`config.mk`:
```
export PLATFORM = sky130hd
export DESIGN_NAME = radical_inverse_any_base_core
export DESIGN_NICKNAME = d
export VERILOG_FILES = /design/src/sv/riab_pkg.sv /design/src/sv/riab_div.sv /design/src/sv/radical_inverse_any_base_core.sv
export VERILOG_INCLUDE_DIRS = /design/src /design/src/sv
export SDC_FILE = /design/constraint.sdc
export NUM_CORES = 2
export LEC_CHECK = 0
export ABC_AREA = 1
export BUFFER_PORTS_ARGS = -buffer_cell sky130_fd_sc_hd__buf_2
export CAP_MARGIN = 0
export CORE_ASPECT_RATIO = 1.25
export CORE_MARGIN = 2
export CORE_UTILIZATION = 60
export CTS_CLUSTER_SIZE = 24
export DETAILED_ROUTE_END_ITERATION = 6
export PLACE_DENSITY = 0.77
export SLEW_MARGIN = 10
export SYNTH_ARGS = -nofsm -noshare
export SYNTH_HDL_FRONTEND = slang
export SYNTH_SLANG_ARGS = --single-unit
```
`constraint.sdc`:
```
create_clock -name clk -period 7.3 [get_ports clk]
set_input_delay 1.46 -clock clk [delete_from_list [all_inputs] [get_ports clk]]
set_output_delay 1.46 -clock clk [all_outputs]
set_load 0.01 [all_outputs]
```
`src/sv/radical_inverse_any_base_core_assert.svh`:
```
// ----------------------------------------------------------------------------
// Radical inverse core assertion macros
// Clocked assertion shorthands shared by the core's modules.
// ----------------------------------------------------------------------------
`ifndef RADICAL_INVERSE_ANY_BASE_CORE_ASSERT_SVH
`define RADICAL_INVERSE_ANY_BASE_CORE_ASSERT_SVH

// checked outside reset
`define RIAB_ASSERT(lbl, prop) \
  lbl: assert property (@(posedge clk) disable iff (rst) prop) \
    else $error("riab assertion failed");

// checked in and out of reset
`define RIAB_ASSERT_ALWAYS(lbl, prop) \
  lbl: assert property (@(posedge clk) prop) \
    else $error("riab assertion failed");

`endif

```
`src/sv/riab_pkg.sv`:
```
// ----------------------------------------------------------------------------
// Radical inverse package
// Widths and the request/response bundles of the shared divider.
// ----------------------------------------------------------------------------
package riab_pkg;

  localparam int INDEX_BITS = 31;
  localparam int BASE_BITS  = 10;
  localparam int FRAC_BITS  = 32;
  // denominator is base^digits <= index * base
  localparam int DEN_W      = INDEX_BITS + BASE_BITS;
  localparam int CNT_W      = $clog2(FRAC_BITS);

  typedef struct packed {
    logic                 start;
    logic [DEN_W-1:0]     rem_init;
    logic [FRAC_BITS-1:0] dividend;
    logic [DEN_W-1:0]     divisor;
  } div_req_t;

  typedef struct packed {
    logic                 busy;
    logic                 done;
    logic [FRAC_BITS-1:0] quotient;
    logic [DEN_W-1:0]     remainder;
  } div_rsp_t;

endpackage

```
`src/sv/riab_div.sv`:
```
// ----------------------------------------------------------------------------
// Radical inverse shared divider
// Restoring divider, one quotient bit per cycle, FRAC_BITS steps per run.
// Serves both digit extraction and the final fraction division.
// ----------------------------------------------------------------------------
`include "radical_inverse_any_base_core_assert.svh"

module riab_div (
  input  logic              clk,
  input  logic              rst,
  input  riab_pkg::div_req_t req,
  output riab_pkg::div_rsp_t rsp
);
  import riab_pkg::*;

  localparam logic [CNT_W-1:0] CNT_LAST = CNT_W'(FRAC_BITS - 1);

  logic                 busy;
  logic [CNT_W-1:0]     cnt;
  logic [DEN_W-1:0]     rem;
  logic [FRAC_BITS-1:0] dvd;
  logic [FRAC_BITS-1:0] quo;

  logic [DEN_W:0]       trial;
  logic [DEN_W:0]       diff;
  logic                 qbit;
  logic [DEN_W-1:0]     rem_next;

  always_comb begin
    trial    = {rem, dvd[FRAC_BITS-1]};
    diff     = trial - {1'b0, req.divisor};
    qbit     = (trial >= {1'b0, req.divisor});
    rem_next = qbit ? diff[DEN_W-1:0] : trial[DEN_W-1:0];
  end

  always_ff @(posedge clk) begin
    if (rst) begin
      busy <= 1'b0;
      cnt  <= '0;
    end else if (req.start) begin
      busy <= 1'b1;
      cnt  <= '0;
    end else if (busy) begin
      cnt <= cnt + 1'b1;
      if (cnt == CNT_LAST) begin
        busy <= 1'b0;
      end
    end
  end

  always_ff @(posedge clk) begin
    if (req.start) begin
      rem <= req.rem_init;
      dvd <= req.dividend;
      quo <= '0;
    end else if (busy) begin
      rem <= rem_next;
      dvd <= {dvd[FRAC_BITS-2:0], 1'b0};
      quo <= {quo[FRAC_BITS-2:0], qbit};
    end
  end

  assign rsp.busy      = busy;
  assign rsp.done      = busy && (cnt == CNT_LAST);
  assign rsp.quotient  = quo;
  assign rsp.remainder = rem;

  `RIAB_ASSERT(a_start_idle, req.start |-> !busy)
  `RIAB_ASSERT(a_start_runs, req.start |=> busy && (cnt == '0))
  `RIAB_ASSERT(a_done_ends, rsp.done |=> !busy)

endmodule

```
`src/sv/radical_inverse_any_base_core.sv`:
```
// ----------------------------------------------------------------------------
// Radical inverse core
// Van der Corput radical inverse of an index in any base, as a 32-bit fraction.
// ----------------------------------------------------------------------------
// Input channel: sample_index and digit_base, taken when in_valid and
// in_ready are both high. Output channel: fraction and bad_base, one word
// per input word, handed over when out_valid and out_ready are both high.
// One word is worked on at a time; in_ready is high only while idle.
// Every digit of the index costs one run of the shared restoring divider
// plus sequencing (operand setup and the multiply step); the final fraction
// takes one more run. A base below 2 skips the divider: out_valid rises
// with bad_base set and fraction zero. An index of zero goes straight to
// the final fraction run and gives fraction zero.
// The finished word sits in an output register. While the receiver stalls
// the core still takes one more word and works it, then holds it with
// in_ready low until the waiting word is taken.
// Reset (synchronous) returns the sequencer to idle and drops out_valid.
// ----------------------------------------------------------------------------
`include "radical_inverse_any_base_core_assert.svh"

module radical_inverse_any_base_core (
  input  logic                                clk,
  input  logic                                rst,
  input  logic                                in_valid,
  output logic                                in_ready,
  input  logic [riab_pkg::INDEX_BITS-1:0]     sample_index,
  input  logic [riab_pkg::BASE_BITS-1:0]      digit_base,
  output logic                                out_valid,
  input  logic                                out_ready,
  output logic [riab_pkg::FRAC_BITS-1:0]      fraction,
  output logic                                bad_base
);
  import riab_pkg::*;

  localparam logic [2:0] S_IDLE = 3'd0;
  localparam logic [2:0] S_NEXT = 3'd1;
  localparam logic [2:0] S_DIV  = 3'd2;
  localparam logic [2:0] S_MUL  = 3'd3;
  localparam logic [2:0] S_FRAC = 3'd4;
  localparam logic [2:0] S_FIN  = 3'd5;

  logic [2:0]            state;
  logic [INDEX_BITS-1:0] idx;
  logic [BASE_BITS-1:0]  base;
  logic [DEN_W-1:0]      num;
  logic [DEN_W-1:0]      den;
  logic                  bad;

  logic [DEN_W+BASE_BITS-1:0] num_prod;
  logic [DEN_W+BASE_BITS-1:0] den_prod;

  div_req_t req;
  div_rsp_t rsp;

  riab_div u_div (
    .clk (clk),
    .rst (rst),
    .req (req),
    .rsp (rsp)
  );

  assign in_ready = (state == S_IDLE);

  // next digit or final fraction
  always_comb begin
    req.start = (state == S_NEXT);
    if (idx == '0) begin
      req.rem_init = num;
      req.dividend = '0;
      req.divisor  = den;
    end else begin
      req.rem_init = '0;
      req.dividend = FRAC_BITS'(idx);
      req.divisor  = DEN_W'(base);
    end
  end

  assign num_prod = num * base;
  assign den_prod = den * base;

  always_ff @(posedge clk) begin
    if (rst) begin
      state <= S_IDLE;
    end else begin
      case (state)
        S_IDLE: begin
          if (in_valid) begin
            state <= (digit_base < BASE_BITS'(2)) ? S_FIN : S_NEXT;
          end
        end
        S_NEXT: begin
          state <= (idx == '0) ? S_FRAC : S_DIV;
        end
        S_DIV: begin
          if (rsp.done) begin
            state <= S_MUL;
          end
        end
        S_MUL: begin
          state <= S_NEXT;
        end
        S_FRAC: begin
          if (rsp.done) begin
            state <= S_FIN;
          end
        end
        S_FIN: begin
          if (!out_valid || out_ready) begin
            state <= S_IDLE;
          end
        end
        default: begin
          state <= S_IDLE;
        end
      endcase
    end
  end

  always_ff @(posedge clk) begin
    if (rst) begin
      out_valid <= 1'b0;
    end else if (state == S_FIN && (!out_valid || out_ready)) begin
      out_valid <= 1'b1;
    end else if (out_valid && out_ready) begin
      out_valid <= 1'b0;
    end
  end

  always_ff @(posedge clk) begin
    if (state == S_IDLE && in_valid) begin
      idx  <= sample_index;
      base <= digit_base;
      num  <= '0;
      den  <= DEN_W'(1);
      bad  <= (digit_base < BASE_BITS'(2));
    end else if (state == S_MUL) begin
      // num = num*base + digit, den = den*base, idx = idx/base
      num <= num_prod[DEN_W-1:0] + rsp.remainder;
      den <= den_prod[DEN_W-1:0];
      idx <= rsp.quotient[INDEX_BITS-1:0];
    end
  end

  always_ff @(posedge clk) begin
    if (state == S_FIN && (!out_valid || out_ready)) begin
      fraction <= bad ? '0 : rsp.quotient;
      bad_base <= bad;
    end
  end

  `RIAB_ASSERT_ALWAYS(a_rst_clears, rst |=> !out_valid && (state == S_IDLE))
  `RIAB_ASSERT(a_bad_zero, out_valid && bad_base |-> fraction == '0)
  `RIAB_ASSERT(a_idle_no_div, in_ready |-> !rsp.busy)
  `RIAB_ASSERT(a_done_in_run, rsp.done |-> (state == S_DIV) || (state == S_FRAC))

endmodule

```
## Yosys cells after proc, flatten, opt, wreduce, memory -nomap -nowiden

Cells that the tools add are included.

| storage, ports and cells | value |
|---|---|
| bits in registers | 272 |
| input bits | 45 |
| output and inout port bits | 35 |
| word-level logic and storage cells | 64 |

| operators by class | value |
|---|---|
| add/subtract/negate cells | 3 |
| $mul | 2 |
| $lt $le $gt $ge | 2 |
| equal/unequal tests | 10 |
| muxes and demuxes | 20 |
| reduce and logical (&&, ||, !) cells | 13 |

Operator list:

| cell | count |
|---|---|
| 2-to-1 mux 41 bit | 3 |
| 2-to-1 mux 114 bit | 1 |
| multiplier 41 x 10 -> 41 bit | 2 |
| 2-to-1 mux 32 bit | 2 |
| 2-to-1 mux 31 bit | 2 |
| greater-or-equal comparator 42 x 41 -> 1 bit | 1 |
| adder 41 bit | 1 |
| subtractor 41 bit | 1 |
| logical NOT 31 bit | 1 |
| 2-to-1 mux 3 bit | 6 |
| case mux 3 bit (6 select lines) | 1 |
| < comparator 10 x 2 -> 1 bit, second input constant | 1 |
| != test 2 bit, second input constant | 4 |
| equality test 3 x 2 -> 1 bit, second input constant | 2 |
| equality test 3 bit, second input constant | 2 |
| nonzero test 2 bit | 3 |
| adder 5 x 1 -> 5 bit, second input constant | 1 |
| equality test 5 bit, second input constant | 1 |
| 2-to-1 mux 1 bit | 5 |
| logical AND 1 bit | 4 |
| AND reduction 4 bit | 1 |
| equality test 3 x 1 -> 1 bit, second input constant | 1 |
| logical NOT 3 bit | 1 |
| OR reduction 2 bit | 1 |
| 2 further kinds | 2 |

## Depth between registers and ports, before layout

| logic depth | value |
|---|---|
| depth in word-level cells | 6 |
| mapped depth | 30 |
| gate-level depth less buffers | 27 |

## By module

From an unflattened synthesis, not the netlist that was laid out.

| second synthesis, totals | value |
|---|---|
| cells, all modules | 5,731 |
| area total of the unflattened synthesis | 40,197.3 µm² |

Modules (own cells, without submodules):

| module | instances | cells an instance | area an instance (µm²) | sequential area each (µm²) |
|---|---|---|---|---|
| radical_inverse_any_base_core | 1 | 4,430 | 31,674.1 | 3,973.8 |
| riab_div | 1 | 1,301 | 8,523.2 | 2,952.8 |

## Worst setup path before layout

OpenSTA, ideal clock, no wires.

| timing | value |
|---|---|
| path kind | reg2reg |
| start point | register base[1] |
| end point | register den[28] |
| library setup time | 0.111 ns |
| data arrival time | 5.213 ns |
| data required time | 7.189 ns |
| slack | 1.977 ns |
| stages on the path, launching flop included | 25 |
| path buffers | 3 |
| period minus slack after synthesis | 5.323 ns |
| cell sequence | edfxtp_1 > clkbuf_1 > clkbuf_1 > buf_1 > nand2_1 > fa_1 > inv_1 > fa_1 > fa_1 > fa_1 > inv_1 > fa_1 > inv_1 > ha_1 > nand2_1 > nor2_1 > nor2_1 > nand2_1 > inv_1 > o21ai_0 > nand2_1 > nand3_1 > nand3_1 > nand3_1 > inv_1 |

| on the way | value |
|---|---|
| cells in the longest elaborated chain, start to end | 1 |

RTL lines:

| item | line | text |
|---|---|---|
| from (decl) | radical_inverse_any_base_core.sv:44 | `logic [BASE_BITS-1:0] base;` |
| from (signal assigned) | radical_inverse_any_base_core.sv:132 | `base <= digit_base;` |
| multiplier 41 x 10 -> 41 bit | radical_inverse_any_base_core.sv:79 | `assign den_prod = den * base;` |
| to (signal assigned) | radical_inverse_any_base_core.sv:139 | `den <= den_prod[DEN_W-1:0];` |
| to (decl) | radical_inverse_any_base_core.sv:46 | `logic [DEN_W-1:0] den;` |

Every way passes these cells.
A chain may end at the register's enable or synchronous reset.

## Worst setup path in the final report

| timing | value |
|---|---|
| start point | register base[8] |
| end point | register num[35] |

| on the way | value |
|---|---|
| cells in the longest elaborated chain, start to end | 2 |

RTL lines:

| item | line | text |
|---|---|---|
| multiplier 41 x 10 -> 41 bit | radical_inverse_any_base_core.sv:78 | `assign num_prod = num * base;` |
| adder 41 bit | radical_inverse_any_base_core.sv:138 | `num <= num_prod[DEN_W-1:0] + rsp.remainder;` |
| to (signal assigned) | radical_inverse_any_base_core.sv:138 |  |
| to (decl) | radical_inverse_any_base_core.sv:45 | `logic [DEN_W-1:0] num;` |

Every way passes these cells.

==> summary.md <==
| Metric | Value |
|---|---|
| Status | `complete, no violations` |
| Register-to-register path setup slack | `1.12 ns` |
| Layout cell share with drive strength beyond 1 | `0.0414` |
| Synth Area per Inst | `7.05 um^2` |
| Cells after synthesis | `5,569` |
| Final Critical Period | `6.18 ns` |
| Max-Slew Margin vs Limit | `0.237` |
| Avg WL per Cell | `19.0 um` |
| H-tree Lvls | `1` |
| DR vias | `34,500` |
| Main flop type after synthesis | `edfxtp_1` |
| Final Cycle Share | `0.847` |
| Area growth, synth to finish | `5.26%` |
| FFs w/ async S/R, synth | `0` |
| Synthesized flop and latch total | `272` |
| Commonest cells in the netlist | `1,804 x nand2_1, 1,371 x inv_1, 580 x fa_1` |
| Kind of critical path | `reg -> reg` |
| IO Pins | `80` |
| Leading area contributor after synthesis | `fa_1` |
| Antenna cells | `0` |
| Layout fillers | `5,882` |
| Worst r2r src | `base[8]` |
| Post-Synth Adder-Cell Area | `0.346` |
| Die W | `233 um` |
| Synth cell types | `44` |
| Final TNS setup | `0 ns` |
| CTS root buf | `clkbuf_16` |
| Syn_nets | `6,351` |
| Routed WL | `121,000 um` |
| Largest family of logic cells by synthesized area | `adder cells` |
| Gpl congestion | `1.01` |
| Post-Synth Simple-Gate Area | `0.254` |
| Initial Utilization | `0.608` |
| Cell Area, Synth | `39,300 um^2` |
| Post-synthesis mux area share | `0.000765` |
| TritonRoute pass-1 iters | `6` |
| HP Class | `reg -> reg` |
| Vias per cell | `5.41` |
| RSZ-0062 raised after global routing | `no` |
| Slew Viols, Final | `0` |
| Synth Area in XOR/XNOR | `0.00892` |
| Most common cell in the netlist | `nand2_1` |
| PortBufs | `79` |
| Fin. Hold Viols | `0` |
| Core box area | `64,500 um^2` |
| TritonCTS Buffers | `31` |
| Final nets | `6,282` |
| Path depth of the worst reg2reg path | `20` |
| Number of hold buffers added after cts | `0` |
| # Post-CTS Setup Buffers | `0` |
| Hold Path End | `u_div.cnt[4]` |
| Clock Skew | `0.0217 ns` |
| Min-delay src | `u_div.cnt[4]` |
| Worst-Margin Slew | `1.14 ns` |
| Hpwl dp | `95,400 um` |
| Register area share after synthesis | `0.176` |
| Largest net degree at the start of global routing | `75` |
| Antenna viol nets, final | `0` |
| Worst-Skew Late Latency | `0.64 ns` |
| FP Rows | `104` |
| # setup viols final | `0` |
| Post-CTS Resized | `0` |
| Die area | `67,500 um^2` |
| Worst setup EP type | `flop` |
| Die Y | `290 um` |
| GRT overflow | `0` |
| Initial antenna violation count | `1` |
| First-pass GRT wire length | `193,000 um` |
| Clk buf depth | `3` |
| Worst hold path depth | `2` |
| Clk slew on worst S/H paths | `0.07 ns` |
| EDFF count, synth | `148` |
| Initial drt markers | `2,731` |
| Worst-path fanout max | `21` |
| Yosys top cell area share | `0.296` |
| Compound-Gate Fraction of Synth Area | `0.0597` |
| Clock Sinks | `272` |
| RR Endpoint | `num[35]` |
| Max cap viols | `0` |
| Data required time of the worst path | `7.83 ns` |
| Critical Path AT | `6.71 ns` |
| Remaining routing DRC violations | `0` |
| GRT Overall Usage | `0.369` |
| Max Fclk | `162 MHz` |
| Yosys warnings | `0` |
| Dominant cells by area after synthesis | `fa_1 30%, nand2_1 17%, inv_1 13%` |
| Vias in the first global route | `35,700` |
| CP Launch Type | `flop` |
| CTS tree | `built` |
final cells by class:
cell class                      count  area, um^2  share of cell area
Clock buffer                       34         808              0.0196
Inverter                         1377        5170               0.125
Tap cell                          848        1060              0.0257
Clock inverter                     24         253             0.00612
Sequential cell                   272        6930               0.168
Multi-Input combinational cell   3696       26300               0.636
Timing Repair Buffer              122         806              0.0195
cells in the final DEF, fill, tap and decap left out, types with 33 or more instances in the layout:
cell	n
a21oi_1	176
buf_2	79
buf_4	36
dfxtp_1	124
edfxtp_1	148
fa_1	580
ha_1	157
inv_1	1371
nand2_1	1801
nand3_1	226
nand4_1	33
nor2_1	369
o21ai_0	117
o21bai_1	42
state kept, by name (all words and copies together), names as in the netlist:
name and count:
den 41, num 41, u_div.rem 41, fraction 32, u_div.dvd 32, u_div.quo 32, idx 31, base 10
u_div.cnt 5, state 3, bad 1, bad_base 1, out_valid 1, u_div.busy 1
logic make-up after synthesis:
| logic type | Yosys count |
|---|---|
| and+or+nand+nor | 2506 |
| AOI/OAI and AO/OA | 410 |
| adders and majority gates | 737 |
| muxes | 3 |
| xor gates and xnor gates | 40 |
| DFF | 272 |
| buffers and inverters | 1601 |
routing by layer:
metal  wire, um  up-vias  GRT usage
li1           -    16200          -
met1      45900    16500      0.455
met2      58300     1436      0.623
met3       8870      364     0.0514
met4       7750        0      0.198
met5          0        -          0
critical path, stage by stage, from the launching register on:
cell	delay [ns]
edfxtp_1	1.11
buf_4	0.40
nand2_1	0.09
inv_1	0.12
fa_1	0.44
fa_1	0.52
fa_1	0.43
fa_1	0.51
inv_1	0.06
fa_1	0.49
inv_1	0.05
ha_1	0.38
nand2_1	0.14
nor2_1	0.37
nand2_1	0.16
nor4_1	0.26
nand3_1	0.17
nand4_1	0.12
nand3_1	0.09
nand2_1	0.09
inv_1	0.04
worst max path at each step:
stage               slack (ns)    start  cells past startpoint       to
floorplan                 1.98  base[1]                     24  den[28]
global placement          1.31  base[8]                     20  num[35]
detailed placement        1.24  base[2]                     23  den[28]
CTS                       1.21  base[2]                     23  den[28]
global route              0.77  base[2]                     23  den[28]
finish                    1.12  base[8]                     20  num[35]
metrics by stage:
| stage | instance area [um^2] | util | cells | hold WS, ns | setup slack (ns) |
|---|---|---|---|---|---|
| 5_1_grt | 41300 | 0.640 | 6373 | 0.492 | 0.766 |
| 6_report | 41300 | 0.640 | 6373 | 0.476 | 1.12 |
| 2_1_floorplan | 39300 | - | 5569 | 0.430 | 1.98 |
| 3_5_place_dp | 40300 | 0.624 | 6315 | 0.458 | 1.24 |
| 3_3_place_gp | 40300 | 0.624 | 6315 | 0.454 | 1.31 |
| 4_1_cts | 41300 | 0.640 | 6373 | 0.473 | 1.21 |
Power is left out: the tool's default activity adds up to more than one toggle a clock period on the data nets, which glitch-free logic cannot reach.
